**src/rtl/hmr_pkg.sv**
```systemverilog
// Package for the handshake message receiver: payload types, codes and reset constants.
`default_nettype none

package hmr_pkg;

	// Input operation codes
	localparam logic OP_WORD = 1'b0;
	localparam logic OP_TICK = 1'b1;

	// Result status codes
	localparam logic [2:0] ST_NONE    = 3'd0;
	localparam logic [2:0] ST_REQ_OK  = 3'd1;
	localparam logic [2:0] ST_MSG     = 3'd2;
	localparam logic [2:0] ST_DONE    = 3'd3;
	localparam logic [2:0] ST_INVALID = 3'd4;
	localparam logic [2:0] ST_TIMEOUT = 3'd5;
	localparam logic [2:0] ST_DROPPED = 3'd6;

	// Configuration register indexes
	localparam int unsigned CFG_IDX_W = 3;
	localparam logic [CFG_IDX_W-1:0] CFG_OWN_ADDRESS = 3'd0;
	localparam logic [CFG_IDX_W-1:0] CFG_TYPE_REQ    = 3'd1;
	localparam logic [CFG_IDX_W-1:0] CFG_TYPE_FIRST  = 3'd2;
	localparam logic [CFG_IDX_W-1:0] CFG_TYPE_NEXT   = 3'd3;
	localparam logic [CFG_IDX_W-1:0] CFG_TIMEOUT     = 3'd4;
	localparam int unsigned CFG_DATA_W = 16;

	// Configuration reset values
	localparam logic [7:0]  RST_OWN_ADDRESS = 8'd1;
	localparam logic [7:0]  RST_TYPE_REQ    = 8'd1;
	localparam logic [7:0]  RST_TYPE_FIRST  = 8'd3;
	localparam logic [7:0]  RST_TYPE_NEXT   = 8'd4;
	localparam logic [15:0] RST_TIMEOUT     = 16'd1000;

	// Most results one input can cause
	localparam int unsigned MAX_RESULTS = 3;

	typedef struct packed {
		logic        op;
		logic [31:0] word;
	} hmr_in_t;

	typedef struct packed {
		logic [2:0]  status;
		logic [7:0]  ack_address;
		logic [15:0] ack_sequence;
		logic        byte_valid;
		logic [7:0]  byte_value;
		logic [7:0]  byte_index;
		logic        last;
	} hmr_out_t;

	typedef struct packed {
		logic [7:0]  own_address;
		logic [7:0]  type_request;
		logic [7:0]  type_message_first;
		logic [7:0]  type_message_next;
		logic [15:0] message_timeout_ms;
	} hmr_cfg_t;

	// Results of one processed input, slot 0 first
	typedef struct packed {
		logic [1:0]                   count;
		hmr_out_t [MAX_RESULTS-1:0]   slot;
	} hmr_bundle_t;

	// Protocol state
	typedef struct packed {
		logic        phase;
		logic        holding;
		logic [31:0] first_half;
		logic [7:0]  requester;
		logic        second_of_pair;
		logic [7:0]  held_one;
		logic [7:0]  held_two;
		logic [7:0]  write_pos;
		logic [15:0] silence;
	} hmr_state_t;

endpackage

`default_nettype wire

```
**src/rtl/hmr_proto.sv**
```systemverilog
// Receiver protocol state and the single-pass evaluation of one request.
`default_nettype none

module hmr_proto #(
	parameter int MESSAGE_BYTES = 24
) (
	input  wire logic              clk,
	input  wire logic              arst_n,
	input  wire logic              fire,
	input  wire hmr_pkg::hmr_in_t  item_s1,
	input  wire hmr_pkg::hmr_cfg_t cfg,
	output hmr_pkg::hmr_bundle_t   bundle
);
	import hmr_pkg::*;

	localparam logic [8:0] MB9 = 9'(MESSAGE_BYTES);

	hmr_state_t st_q;
	hmr_state_t st_n;

	// State register, advanced once per processed request
	always_ff @(posedge clk or negedge arst_n) begin
		if (!arst_n) begin
			st_q <= '0;
			st_q.requester <= RST_OWN_ADDRESS;
		end else if (fire) begin
			st_q <= st_n;
		end
	end

	// Next state and results
	always_comb begin
		logic [31:0]   f;
		logic [31:0]   w;
		logic [7:0]    expect_type;
		logic [7:0]    sum;
		logic          ok;
		logic [11:0]   pay;
		logic [15:0]   timer;
		logic [2:0][7:0] bb;
		logic [8:0]    pos;
		logic [1:0]    cnt;
		logic [7:0]    wpos_n;

		st_n   = st_q;
		bundle = '0;
		f      = st_q.first_half;
		w      = item_s1.word;
		cnt    = 2'd0;
		pos    = '0;
		wpos_n = st_q.write_pos;
		pay    = w[19:8];
		bb[0]  = st_q.held_one;
		bb[1]  = st_q.held_two | {4'h0, pay[11:8]};
		bb[2]  = pay[7:0];
		timer  = (st_q.silence == 16'hffff) ? st_q.silence : st_q.silence + 16'd1;
		sum    = f[7:0] + f[15:8] + f[23:16] + f[31:24]
		       + w[7:0] + w[15:8] + w[23:16] + w[31:24];
		ok     = (sum == 8'h00);

		if (!st_q.phase)
			expect_type = cfg.type_request;
		else if (st_q.write_pos == 8'd0 && !st_q.second_of_pair)
			expect_type = cfg.type_message_first;
		else
			expect_type = cfg.type_message_next;

		if (item_s1.op == OP_TICK) begin
			// Silence timer runs only in the message phase
			if (st_q.phase) begin
				st_n.silence = timer;
				if (timer >= cfg.message_timeout_ms) begin
					st_n.phase   = 1'b0;
					st_n.holding = 1'b0;
					bundle.slot[0].status = ST_TIMEOUT;
					cnt = 2'd1;
				end
			end
		end else if (!st_q.holding) begin
			// First half: type check only
			if (w[31:24] != expect_type) begin
				bundle.slot[0].status = ST_DROPPED;
				cnt = 2'd1;
			end else begin
				st_n.first_half = w;
				st_n.holding    = 1'b1;
			end
		end else begin
			st_n.holding = 1'b0;
			if (!st_q.phase) begin
				// Request packet
				if (ok && w[31:24] == 8'h00) begin
					st_n.requester      = f[7:0];
					st_n.phase          = 1'b1;
					st_n.silence        = '0;
					st_n.write_pos      = '0;
					st_n.second_of_pair = 1'b0;
					bundle.slot[0].status       = ST_REQ_OK;
					bundle.slot[0].ack_address  = f[7:0];
					bundle.slot[0].ack_sequence = f[23:8] + 16'd1;
				end else begin
					bundle.slot[0].status = ST_INVALID;
				end
				cnt = 2'd1;
			end else if (!ok || w[31:24] != cfg.own_address || f[7:0] != st_q.requester) begin
				st_n.phase = 1'b0;
				bundle.slot[0].status = ST_INVALID;
				cnt = 2'd1;
			end else begin
				st_n.silence = '0;
				if (!st_q.second_of_pair) begin
					// First packet of a pair: hold 12 payload bits
					st_n.held_one       = pay[11:4];
					st_n.held_two       = {pay[3:0], 4'h0};
					st_n.second_of_pair = 1'b1;
					bundle.slot[0].status = ST_MSG;
					cnt = 2'd1;
				end else begin
					// Second packet: up to three bytes, clipped at the message end
					st_n.second_of_pair = 1'b0;
					for (int i = 0; i < MAX_RESULTS; i++) begin
						pos = {1'b0, st_q.write_pos} + 9'(i);
						if (pos < MB9) begin
							bundle.slot[i].status     = (pos + 9'd1 == MB9) ? ST_DONE : ST_MSG;
							bundle.slot[i].byte_valid = 1'b1;
							bundle.slot[i].byte_value = bb[i];
							bundle.slot[i].byte_index = pos[7:0];
							cnt = cnt + 2'd1;
						end
					end
					wpos_n = st_q.write_pos + {6'd0, cnt};
					st_n.write_pos = wpos_n;
					if ({1'b0, wpos_n} >= MB9)
						st_n.phase = 1'b0;
					if (cnt == 2'd0) begin
						bundle.slot[0].status = ST_MSG;
						cnt = 2'd1;
					end
				end
			end
		end

		// Mark the final result
		for (int i = 0; i < MAX_RESULTS; i++)
			bundle.slot[i].last = (cnt != 2'd0) && (2'(i) == cnt - 2'd1);
		bundle.count = cnt;
	end

endmodule

`default_nettype wire

```
**src/rtl/hmr_ser.sv**
```systemverilog
// Result buffer: holds the results of one request and hands them out one per cycle while result_ready is high.
`default_nettype none

module hmr_ser (
	input  wire logic                 clk,
	input  wire logic                 arst_n,
	input  wire logic                 load,
	input  wire hmr_pkg::hmr_bundle_t bundle,
	output logic                      free,
	output logic                      result_valid,
	input  wire logic                 result_ready,
	output hmr_pkg::hmr_out_t         result
);
	import hmr_pkg::*;

	hmr_out_t [MAX_RESULTS-1:0] slot_q;
	logic [1:0]                 cnt_q;
	logic [1:0]                 ptr_q;
	logic                       take_last;

	assign result_valid = (cnt_q != 2'd0);
	assign result       = slot_q[ptr_q];
	assign take_last    = result_valid && result_ready && (ptr_q == cnt_q - 2'd1);
	assign free         = !result_valid || take_last;

	// Payload slots
	always_ff @(posedge clk) begin
		if (load)
			slot_q <= bundle.slot;
	end

	// Count and read pointer
	always_ff @(posedge clk or negedge arst_n) begin
		if (!arst_n) begin
			cnt_q <= 2'd0;
			ptr_q <= 2'd0;
		end else if (load) begin
			cnt_q <= bundle.count;
			ptr_q <= 2'd0;
		end else if (take_last) begin
			cnt_q <= 2'd0;
			ptr_q <= 2'd0;
		end else if (result_valid && result_ready) begin
			ptr_q <= ptr_q + 2'd1;
		end
	end

endmodule

`default_nettype wire

```
**src/rtl/handshake_message_receiver_core.sv**
```systemverilog
// Top level of the handshake message receiver.
//
// Input channel item_valid/item_ready/item carries transport words (op 0) and
// millisecond ticks (op 1). Words pair up into 8-byte packets; the receiver
// checks requests, tracks the message window and reassembles message bytes.
// Output channel result_valid/result_ready/result carries zero to three
// results per request; the last one of a request has result.last set.
// Configuration registers are written through cfg_we/cfg_addr/cfg_wdata; the user
// must write them only while the block is idle, which the block does not enforce.
// A request accepted into the input register is evaluated once the result
// buffer is free, and its first result is valid right after that evaluation.
// Throughput: one request per cycle while each causes at most one result and
// result_ready is high; the result buffer hands out one result per cycle while
// result_ready is high, so extra results hold the evaluation stage until taken.
// When the receiver stalls, results wait in the buffer, one request waits in
// the input register, and item_ready drops.
// Reset clears the protocol to waiting for a request and loads the register
// defaults; no result is pending after reset.
`default_nettype none

module handshake_message_receiver_core #(
	parameter int MESSAGE_BYTES = 24
) (
	input  wire logic                               clk,
	input  wire logic                               arst_n,
	input  wire logic                               item_valid,
	output logic                                    item_ready,
	input  wire hmr_pkg::hmr_in_t                   item,
	output logic                                    result_valid,
	input  wire logic                               result_ready,
	output hmr_pkg::hmr_out_t                       result,
	input  wire logic                               cfg_we,
	input  wire logic [hmr_pkg::CFG_IDX_W-1:0]      cfg_addr,
	input  wire logic [hmr_pkg::CFG_DATA_W-1:0]     cfg_wdata
);
	import hmr_pkg::*;

	hmr_cfg_t    cfg_q;
	hmr_in_t     item_s1;
	logic        valid_s1;
	logic        fire;
	logic        ser_free;
	hmr_bundle_t bundle;

	// Configuration registers
	always_ff @(posedge clk or negedge arst_n) begin
		if (!arst_n) begin
			cfg_q.own_address        <= RST_OWN_ADDRESS;
			cfg_q.type_request       <= RST_TYPE_REQ;
			cfg_q.type_message_first <= RST_TYPE_FIRST;
			cfg_q.type_message_next  <= RST_TYPE_NEXT;
			cfg_q.message_timeout_ms <= RST_TIMEOUT;
		end else if (cfg_we) begin
			case (cfg_addr)
				CFG_OWN_ADDRESS: cfg_q.own_address        <= cfg_wdata[7:0];
				CFG_TYPE_REQ:    cfg_q.type_request       <= cfg_wdata[7:0];
				CFG_TYPE_FIRST:  cfg_q.type_message_first <= cfg_wdata[7:0];
				CFG_TYPE_NEXT:   cfg_q.type_message_next  <= cfg_wdata[7:0];
				CFG_TIMEOUT:     cfg_q.message_timeout_ms <= cfg_wdata;
				default: ;
			endcase
		end
	end

	// Input register; evaluated when the result buffer can take its results
	assign fire       = valid_s1 && ser_free;
	assign item_ready = !valid_s1 || fire;

	always_ff @(posedge clk or negedge arst_n) begin
		if (!arst_n)
			valid_s1 <= 1'b0;
		else if (item_ready)
			valid_s1 <= item_valid;
	end

	always_ff @(posedge clk) begin
		if (item_ready && item_valid)
			item_s1 <= item;
	end

	hmr_proto #(
		.MESSAGE_BYTES(MESSAGE_BYTES)
	) u_proto (
		.clk     (clk),
		.arst_n  (arst_n),
		.fire    (fire),
		.item_s1 (item_s1),
		.cfg     (cfg_q),
		.bundle  (bundle)
	);

	hmr_ser u_ser (
		.clk          (clk),
		.arst_n       (arst_n),
		.load         (fire),
		.bundle       (bundle),
		.free         (ser_free),
		.result_valid (result_valid),
		.result_ready (result_ready),
		.result       (result)
	);

endmodule

`default_nettype wire

```
**config.mk**
```make
export PLATFORM = sky130hd
export DESIGN_NAME = handshake_message_receiver_core
export DESIGN_NICKNAME = d
export VERILOG_FILES = /design/src/rtl/hmr_pkg.sv /design/src/rtl/hmr_proto.sv /design/src/rtl/hmr_ser.sv /design/src/rtl/handshake_message_receiver_core.sv
export SDC_FILE = /design/constraint.sdc
export NUM_CORES = 1
export LEC_CHECK = 0
export BUFFER_PORTS_ARGS = -buffer_cell sky130_fd_sc_hd__clkbuf_2
export CAP_MARGIN = 20
export CORE_MARGIN = 1
export CORE_UTILIZATION = 55
export DETAILED_ROUTE_END_ITERATION = 8
export HOLD_SLACK_MARGIN = 0.03
export MAX_ROUTING_LAYER = met4
export PLACE_DENSITY = 0.73
export SETUP_SLACK_MARGIN = 0.1
export SLEW_MARGIN = 25
export SYNTH_ARGS = -nofsm -noshare
export SYNTH_HDL_FRONTEND = slang
export SYNTH_HIERARCHICAL = 1
export SYNTH_SLANG_ARGS = --single-unit
```
**constraint.sdc**
```tcl
create_clock -name clk -period 7.4 [get_ports clk]
set_input_delay 0 -clock clk [delete_from_list [all_inputs] [get_ports clk]]
set_output_delay 0 -clock clk [all_outputs]
set_load 0.03 [all_outputs]
```
## Yosys cells after proc, flatten, opt, wreduce, memory -nomap -nowiden

Index checks and enable logic that the tools add are counted.

- Input port bits: 57
- Register bits after elaboration: 252
- Output and inout bits: 47
- Word-level logic and storage cells: 214

- Reduce and logical (&&, ||, !) cells: 47
- Mux-type cells: 76
- Add/sub/neg operators: 19
- Bitwise logic cells: 11
- Magnitude comparators: 6
- Equal/unequal tests: 19

Operator list:

| operator | count |
|---|---|
| $bmux W45 S2 | 1 |
| $mux W16 | 5 |
| $mux W2 | 32 |
| $add A8 B8 Y8 | 7 |
| $mux W17 | 3 |
| $mux W24 | 2 |
| $mux W45 | 1 |
| $mux W41 | 1 |
| $mux W3 | 11 |
| $mux W33 | 1 |
| $add A16 B1 Y16 const B | 2 |
| $eq A9 B5 Y1 const B | 3 |
| $logic_not A8 Y1 | 3 |
| $mux W8 | 3 |
| $ne A8 B8 Y1 | 3 |
| $add A9 B1 Y9 const B | 2 |
| $lt A9 B5 Y1 const B | 2 |
| $reduce_or A6 Y1 | 3 |
| $eq A16 B16 Y1 const B | 1 |
| $ge A16 B16 Y1 | 1 |
| $mux W1 | 16 |
| $reduce_and A5 Y1 | 3 |
| $reduce_and A2 Y1 | 6 |
| $reduce_and A6 Y1 | 2 |
| other kinds (30) | 64 |

## Longest topological paths before layout

- Depth after elaboration: 39
- Gate-level depth with buffers: 22
- Depth with buffers taken out: 21

## By module

Netlist, hierarchy kept.

Modules (own cells, without submodules):

| module | area each (um^2) | instances | cells an instance |
|---|---|---|---|
| hmr_proto | 7912.6 | 1 | 882 |
| hmr_ser | 5267.6 | 1 | 314 |
| handshake_message_receiver_core | 2931.6 | 1 | 143 |

## Worst setup path after synthesis

OpenSTA, ideal clock, no wires.

- Kind: register to register
- From: register u_ser.cnt_q[0]
- To: register u_proto/st_q[28] in the netlist's numbering
- Period minus slack after synthesis: 5859 ps
- Path slack: 1541 ps
- Arrival time: 5734 ps
- Cell stages (with the launch flop): 11
- Path through: dfrtp_1 inv_1 ha_1 xnor2_2 o31ai_1 and2_1 clkbuf_1 nand2_1 nor4_2 buf_4 mux2_2

- Cells in the longest elaborated chain, start to end: 6
- Elaborated cells on any way between the ends: 9
- Classes of those cells: 1 x add/sub; 1 x eq/ne; 7 x reduce/logical

RTL lines:

| what | RTL line | source |
|---|---|---|
| start: declaration | hmr_ser.sv:17 | `logic [1:0] cnt_q;` |
| start signal: assignment | hmr_ser.sv:38 | `cnt_q <= bundle.count;` |
| $sub A2 B1 Y2 / $reduce_bool A2 Y1 (equally long branches) | hmr_ser.sv:23, hmr_ser.sv:21 |  |
| $eq A2 B2 Y1 / $logic_and A1 B1 Y1 (equally long branches) | hmr_ser.sv:23 | `assign take_last = result_valid && result_ready && (ptr_q == cnt_q - 2'd1);` |
| $logic_and A1 B1 Y1 | hmr_ser.sv:23 |  |
| $logic_or A1 B1 Y1 (*) | hmr_ser.sv:24 | `assign free = !result_valid \|\| take_last;` |
| named net ser_free | handshake_message_receiver_core.sv:42 | `logic ser_free;` |
| $logic_and A1 B1 Y1 (*) | handshake_message_receiver_core.sv:66 | `assign fire = valid_s1 && ser_free;` |
| named net fire | handshake_message_receiver_core.sv:41 | `logic fire;` |
| $reduce_and A6 Y1 (no source line) (*) | n/a |  |
| end signal: assignment | hmr_proto.sv:27 | `st_q <= st_n;` |
| end: declaration | hmr_proto.sv:18 | `hmr_state_t st_q;` |

The timed path passes the listed nets; every way through them passes the cells marked *.
A chain may end at the register's enable or synchronous reset.

## Worst setup path after layout

- From: register, netlist name item_s1[26]
- To: register u_proto/st_q[43] in the netlist's numbering

- Cells in the longest elaborated chain, start to end: 4
- Elaborated cells on any way between the ends: 5
- Classes of those cells: 1 x add/sub; 4 x reduce/logical

RTL lines:

| what | RTL line | source |
|---|---|---|
| $add A8 B8 Y8 | hmr_proto.sv:58 | `+ w[7:0] + w[15:8] + w[23:16] + w[31:24];` |
| $logic_not A8 Y1 | hmr_proto.sv:59 | `ok = (sum == 8'h00);` |
| $logic_and A1 B1 Y1 (*) | hmr_proto.sv:92 | `if (ok && w[31:24] == 8'h00) begin` |
| $reduce_and A5 Y1 (no source line) (*) | n/a |  |

Every way passes the cells marked *; elsewhere a longest branch is shown, timed or not.

==> run_summary.xml <==
<?xml version="1.0" encoding="UTF-8"?>
<metrics>
  <group name="routing">
    <metric name="top_layer" unit="">met4</metric>
    <metric name="wl_per_cell" unit="microns">17.8</metric>
    <metric name="met3RoutedLength" unit="mm">1.82</metric>
    <metric name="met2_wirelength_from_detailed_routing" unit="mm">15.8</metric>
    <metric name="drt_pre_antenna_iters" unit="">6</metric>
    <metric name="totalWireLength" unit="mm">33.6</metric>
    <metric name="routed-via-count" unit="">10300</metric>
    <metric name="drtAntennaViolNets" unit="">0</metric>
    <metric name="wl_met1" unit="mm">15.1</metric>
    <metric name="post-route-drc-count" unit="">0</metric>
    <metric name="number_of_design_rule_violations_left_by_the_first_detailed_router_iteration" unit="">889</metric>
    <metric name="route.detailed.vias_per_inst" unit="">5.44</metric>
  </group>
  <group name="grt">
    <metric name="grt-ovfl-total" unit="">0</metric>
    <metric name="grt_start_max_net_pins" unit="">86</metric>
    <metric name="grt_first_pass_wirelength" unit="mm">54.9</metric>
    <metric name="globalRouteTotalUtil" unit="%">23.9</metric>
    <metric name="antenna_found_initial" unit="">0</metric>
    <metric name="first_global_vias" unit="">10300</metric>
  </group>
  <group name="timing">
    <metric name="period_minus_slack" unit="ps">5970</metric>
    <metric name="final_max_slew_viol_count" unit="">0</metric>
    <metric name="grt_setup_unrepaired" unit="">false</metric>
    <metric name="finalSetupTns" unit="ps">0</metric>
    <metric name="timing.final.crit_share" unit="%">80.6</metric>
    <metric name="tightest_slew" unit="ps">1020</metric>
    <metric name="finalSetupViolCount" unit="">0</metric>
    <metric name="worst_clock_skew" unit="ps">24.5</metric>
    <metric name="fmaxAchievable" unit="GHz">0.168</metric>
    <metric name="finalHoldViolCount" unit="">0</metric>
    <metric name="timing.slew.headroom" unit="%">31.7</metric>
    <metric name="timing.hold.ws" unit="ps">27.7</metric>
  </group>
  <group name="yosys">
    <metric name="largest_family_of_logic_cells_by_synthesized_area" unit="">multiplexers</metric>
    <metric name="synth.area.mux_share" unit="%">11.0</metric>
    <metric name="yosys_register_bits" unit="">300</metric>
    <metric name="synth_largest_area_cell" unit="">sky130_fd_sc_hd__edfxtp_1</metric>
    <metric name="compound_gate_portion_of_the_synthesized_area" unit="%">6.77</metric>
    <metric name="synth_xor_area_share" unit="%">3.86</metric>
    <metric name="ys.flop_type" unit="">sky130_fd_sc_hd__edfxtp_1</metric>
    <metric name="mappedNetlistArea" unit="sq um">16100</metric>
    <metric name="yosys.cell_types.count" unit="">79</metric>
    <metric name="share_of_the_synthesized_area_in_the_top_cell_type" unit="%">31.3</metric>
    <metric name="synth-edff-count" unit="">168</metric>
    <metric name="synth_async_sr_flop_share" unit="%">44.0</metric>
    <metric name="basic_gate_share_of_the_synthesized_area_counting_and_or_nand_and_nor_cells" unit="%">10.9</metric>
    <metric name="synth_adder_area_share" unit="%">8.20</metric>
    <metric name="post_synth_inst_count" unit="">1339</metric>
    <metric name="yosys-top-cells-area" unit="">sky130_fd_sc_hd__edfxtp_1 31%, sky130_fd_sc_hd__dfrtp_1 19%, sky130_fd_sc_hd__fa_1 5.1%, sky130_fd_sc_hd__mux2_2 4.3%, sky130_fd_sc_hd__mux2i_1 3.5%</metric>
    <metric name="yosysSeqAreaShare" unit="%">51.9</metric>
    <metric name="synth_warnings" unit="">6</metric>
    <metric name="synthesis.area_per_instance" unit="sq um">12.0</metric>
  </group>
  <group name="worst_setup_path">
    <metric name="endpoint_kind" unit="">register</metric>
    <metric name="cpPeakStageDelay" unit="ps">590</metric>
    <metric name="critPathMaxFanout" unit="">11</metric>
    <metric name="chain_of_cells_forming_the_critical_path" unit="">fa_1 -&gt; inv_1 -&gt; fa_1 -&gt; fa_1 -&gt; fa_1 -&gt; inv_1 -&gt; ha_1 -&gt; inv_1 -&gt; fa_1 -&gt; or4b_2 -&gt; a21oi_1 -&gt; nand3_1 -&gt; nor2_1 -&gt; nand3_1 -&gt; mux2_2</metric>
    <metric name="worst-setup-path-type" unit="">register to register</metric>
    <metric name="cpMostUsedCell" unit="">sky130_fd_sc_hd__fa_1</metric>
    <metric name="timing.critical_path.required" unit="ps">7800</metric>
    <metric name="cp-start-kind" unit="">register</metric>
    <metric name="setup.worst_path.end" unit="">u_proto/st_q[43]$_DFFE_PN0P_</metric>
    <metric name="critical_path.reg2reg.endpoint" unit="">u_proto/st_q[43]$_DFFE_PN0P_</metric>
    <metric name="cp-startpoint" unit="">item_s1[26]$_DFFE_PP_</metric>
    <metric name="reg2regPathDepth" unit="">15</metric>
    <metric name="reg2reg_from" unit="">item_s1[26]$_DFFE_PP_</metric>
    <metric name="timing.critical_path.slowest_stage_cell" unit="">sky130_fd_sc_hd__or4b_2</metric>
    <metric name="r2r_setup_slack" unit="ps">1430</metric>
    <metric name="cp_data_arrival_time" unit="ps">6370</metric>
  </group>
  <group name="pwr">
    <metric name="max-vdd-ir-drop" unit="mV">0.277</metric>
    <metric name="static-leakage-power" unit="nW">7.55</metric>
    <metric name="power_per_cell_area" unit="nW/um^2">360</metric>
  </group>
  <group name="placement">
    <metric name="placedInstanceArea" unit="sq um">16600</metric>
    <metric name="place.detailed.hpwl" unit="mm">23.2</metric>
    <metric name="routabilityCongestion" unit="">0.875</metric>
    <metric name="buffer_ports.inserted" unit="">103</metric>
  </group>
  <group name="floorplan">
    <metric name="rows" unit="">62</metric>
    <metric name="core_area" unit="sq um">28800</metric>
    <metric name="chipWidth" unit="microns">173</metric>
    <metric name="num_io_pins" unit="">104</metric>
    <metric name="fp.dieH" unit="microns">173</metric>
    <metric name="initial_utilization" unit="%">56.0</metric>
    <metric name="die-area" unit="sq um">30000</metric>
  </group>
  <group name="cts">
    <metric name="cts-resized-gates" unit="">0</metric>
    <metric name="tritoncts_num_sinks" unit="">300</metric>
    <metric name="cts_made_buffers" unit="">34</metric>
    <metric name="clkLatencyLatePin" unit="ps">530</metric>
    <metric name="cts_setup_buffers" unit="">0</metric>
    <metric name="tritoncts" unit="">done</metric>
    <metric name="cts.htree.levels" unit="">2</metric>
    <metric name="clkTransAtPathRegs" unit="ps">60</metric>
    <metric name="max-clock-path-buffers" unit="">3</metric>
    <metric name="clock_tree.root_cell" unit="">sky130_fd_sc_hd__clkbuf_16</metric>
  </group>
  <group name="final_layout">
    <metric name="antennaDiodeCount" unit="">0</metric>
    <metric name="seq_area" unit="sq um">8360</metric>
    <metric name="fin_area" unit="sq um">18300</metric>
    <metric name="most_used_cells_in_the_layout_excluding_fill_and_tap_cells" unit="">168 x sky130_fd_sc_hd__edfxtp_1, 119 x sky130_fd_sc_hd__dfrtp_1, 116 x sky130_fd_sc_hd__nand2_1</metric>
    <metric name="final_layout_size_suffix_gt1_share" unit="%">19.6</metric>
    <metric name="layout_commonest_cell" unit="">sky130_fd_sc_hd__edfxtp_1</metric>
    <metric name="layout.filler_cells" unit="">2216</metric>
    <metric name="total_number_of_nets_in_the_final_design" unit="">1618</metric>
    <metric name="area_growth_synth_to_finish" unit="%">13.4</metric>
    <metric name="total_area_of_multi_input_combinational_cells" unit="sq um">6800</metric>
  </group>
  <group name="run_status">
    <metric name="status" unit="">complete, no violations</metric>
  </group>
  <group name="run">
    <metric name="cap_violations" unit="">0</metric>
  </group>
  <group name="hold_path">
    <metric name="hold_class" unit="">input port to asynchronous set/reset pin</metric>
  </group>
</metrics>
## per-stage QoR
| stage | util, % | total power, mW | instances | worst slack, ps |
|---|---|---|---|---|
| after floorplan | - | 4.35 | 1397 | 1540 |
| after global placement | 57.7 | 4.87 | 1772 | 1590 |
| after detailed placement | 57.7 | 4.95 | 1772 | 1440 |
| after CTS | 63.4 | 6.62 | 1889 | 1410 |
| after global routing | 63.5 | 7.02 | 1890 | 1110 |
| final | 63.5 | 6.59 | 1890 | 1430 |
## cells in the mapped netlist, types with 31 or more instances
cell	n
sky130_fd_sc_hd__mux2_4	35
sky130_fd_sc_hd__xnor2_1	45
sky130_fd_sc_hd__mux2_2	61
sky130_fd_sc_hd__inv_1	94
sky130_fd_sc_hd__o21ai_1	47
sky130_fd_sc_hd__nor2_1	55
sky130_fd_sc_hd__buf_4	70
sky130_fd_sc_hd__fa_1	41
sky130_fd_sc_hd__o21ai_0	33
sky130_fd_sc_hd__edfxtp_1	168
sky130_fd_sc_hd__clkbuf_1	31
sky130_fd_sc_hd__ha_1	40
sky130_fd_sc_hd__dfrtp_1	120
sky130_fd_sc_hd__mux2i_1	56
sky130_fd_sc_hd__nand3_1	34
sky130_fd_sc_hd__nand2_1	116
## logic make-up after synthesis
group,Yosys count
XOR/XNOR,67
buffers and inverters,216
adder cells (fa/ha/maj),81
other,1
AO/OA/AOI/OAI,174
multiplexers,152
flip-flops,300
AND/OR/NAND/NOR,348
## registers in the layout, indices dropped and copies added (netlist names)
register and count:
u_ser/ptr_q 2, u_ser/cnt_q 2, valid_s1 1, u_proto/st_q 79, u_ser/slot_q 135, cfg_q 48, item_s1 33
## where the power goes
part           switching [mW]  internal (mW)  leakage [nW]
clock network           0.670          0.955         0.538
registers               0.206           2.23          3.33
logic                    1.52           1.00          3.68
total                    2.40           4.19          7.55
## final cells by class
cell class,instances,area share (%)
inverter,94,1.93
clock inverter,12,0.705
clock buffer,50,5.31
multi-input combinational,881,37.2
sequential,300,45.8
tap,384,2.63
timing repair buffer,169,6.45
## critical path: cells and delay by family (launching register included)
family,cells,cell delay (ps)
mux,1,430
simple gates,4,1830
compound gates,1,180
flops,1,510
buf+inv,3,190
fa+ha+maj,6,2700
## metal layers
layer,global-route usage [%],up-vias
li1,-,4874
met4,6.90,0
met1,32.2,5043
met2,37.2,311
met3,4.35,62
met5,-,-
## worst min path at each step
stage	from	end	slack, ps	cells past startpoint
6_report	arst_n	u_ser/ptr_q[1]$_DFFE_PN0P_	30	2
5_1_grt	arst_n	u_proto/st_q[32]$_DFFE_PN0P_	80	2
3_3_place_gp	arst_n	u_ser/ptr_q[1]$_DFFE_PN0P_	-4	1
3_5_place_dp	arst_n	u_ser/ptr_q[1]$_DFFE_PN0P_	-9	1
2_1_floorplan	arst_n	cfg_q[0]$_DFFE_PN0P_	-300	0
4_1_cts	arst_n	u_proto/st_q[28]$_DFFE_PN0P_	50	2
## timing repair
item,CTS,global route
endpoints found under the setup margin,0,0
hold endpoints to repair,136,0
hold buffers,55,0
Power figures use the tool's default switching activity.
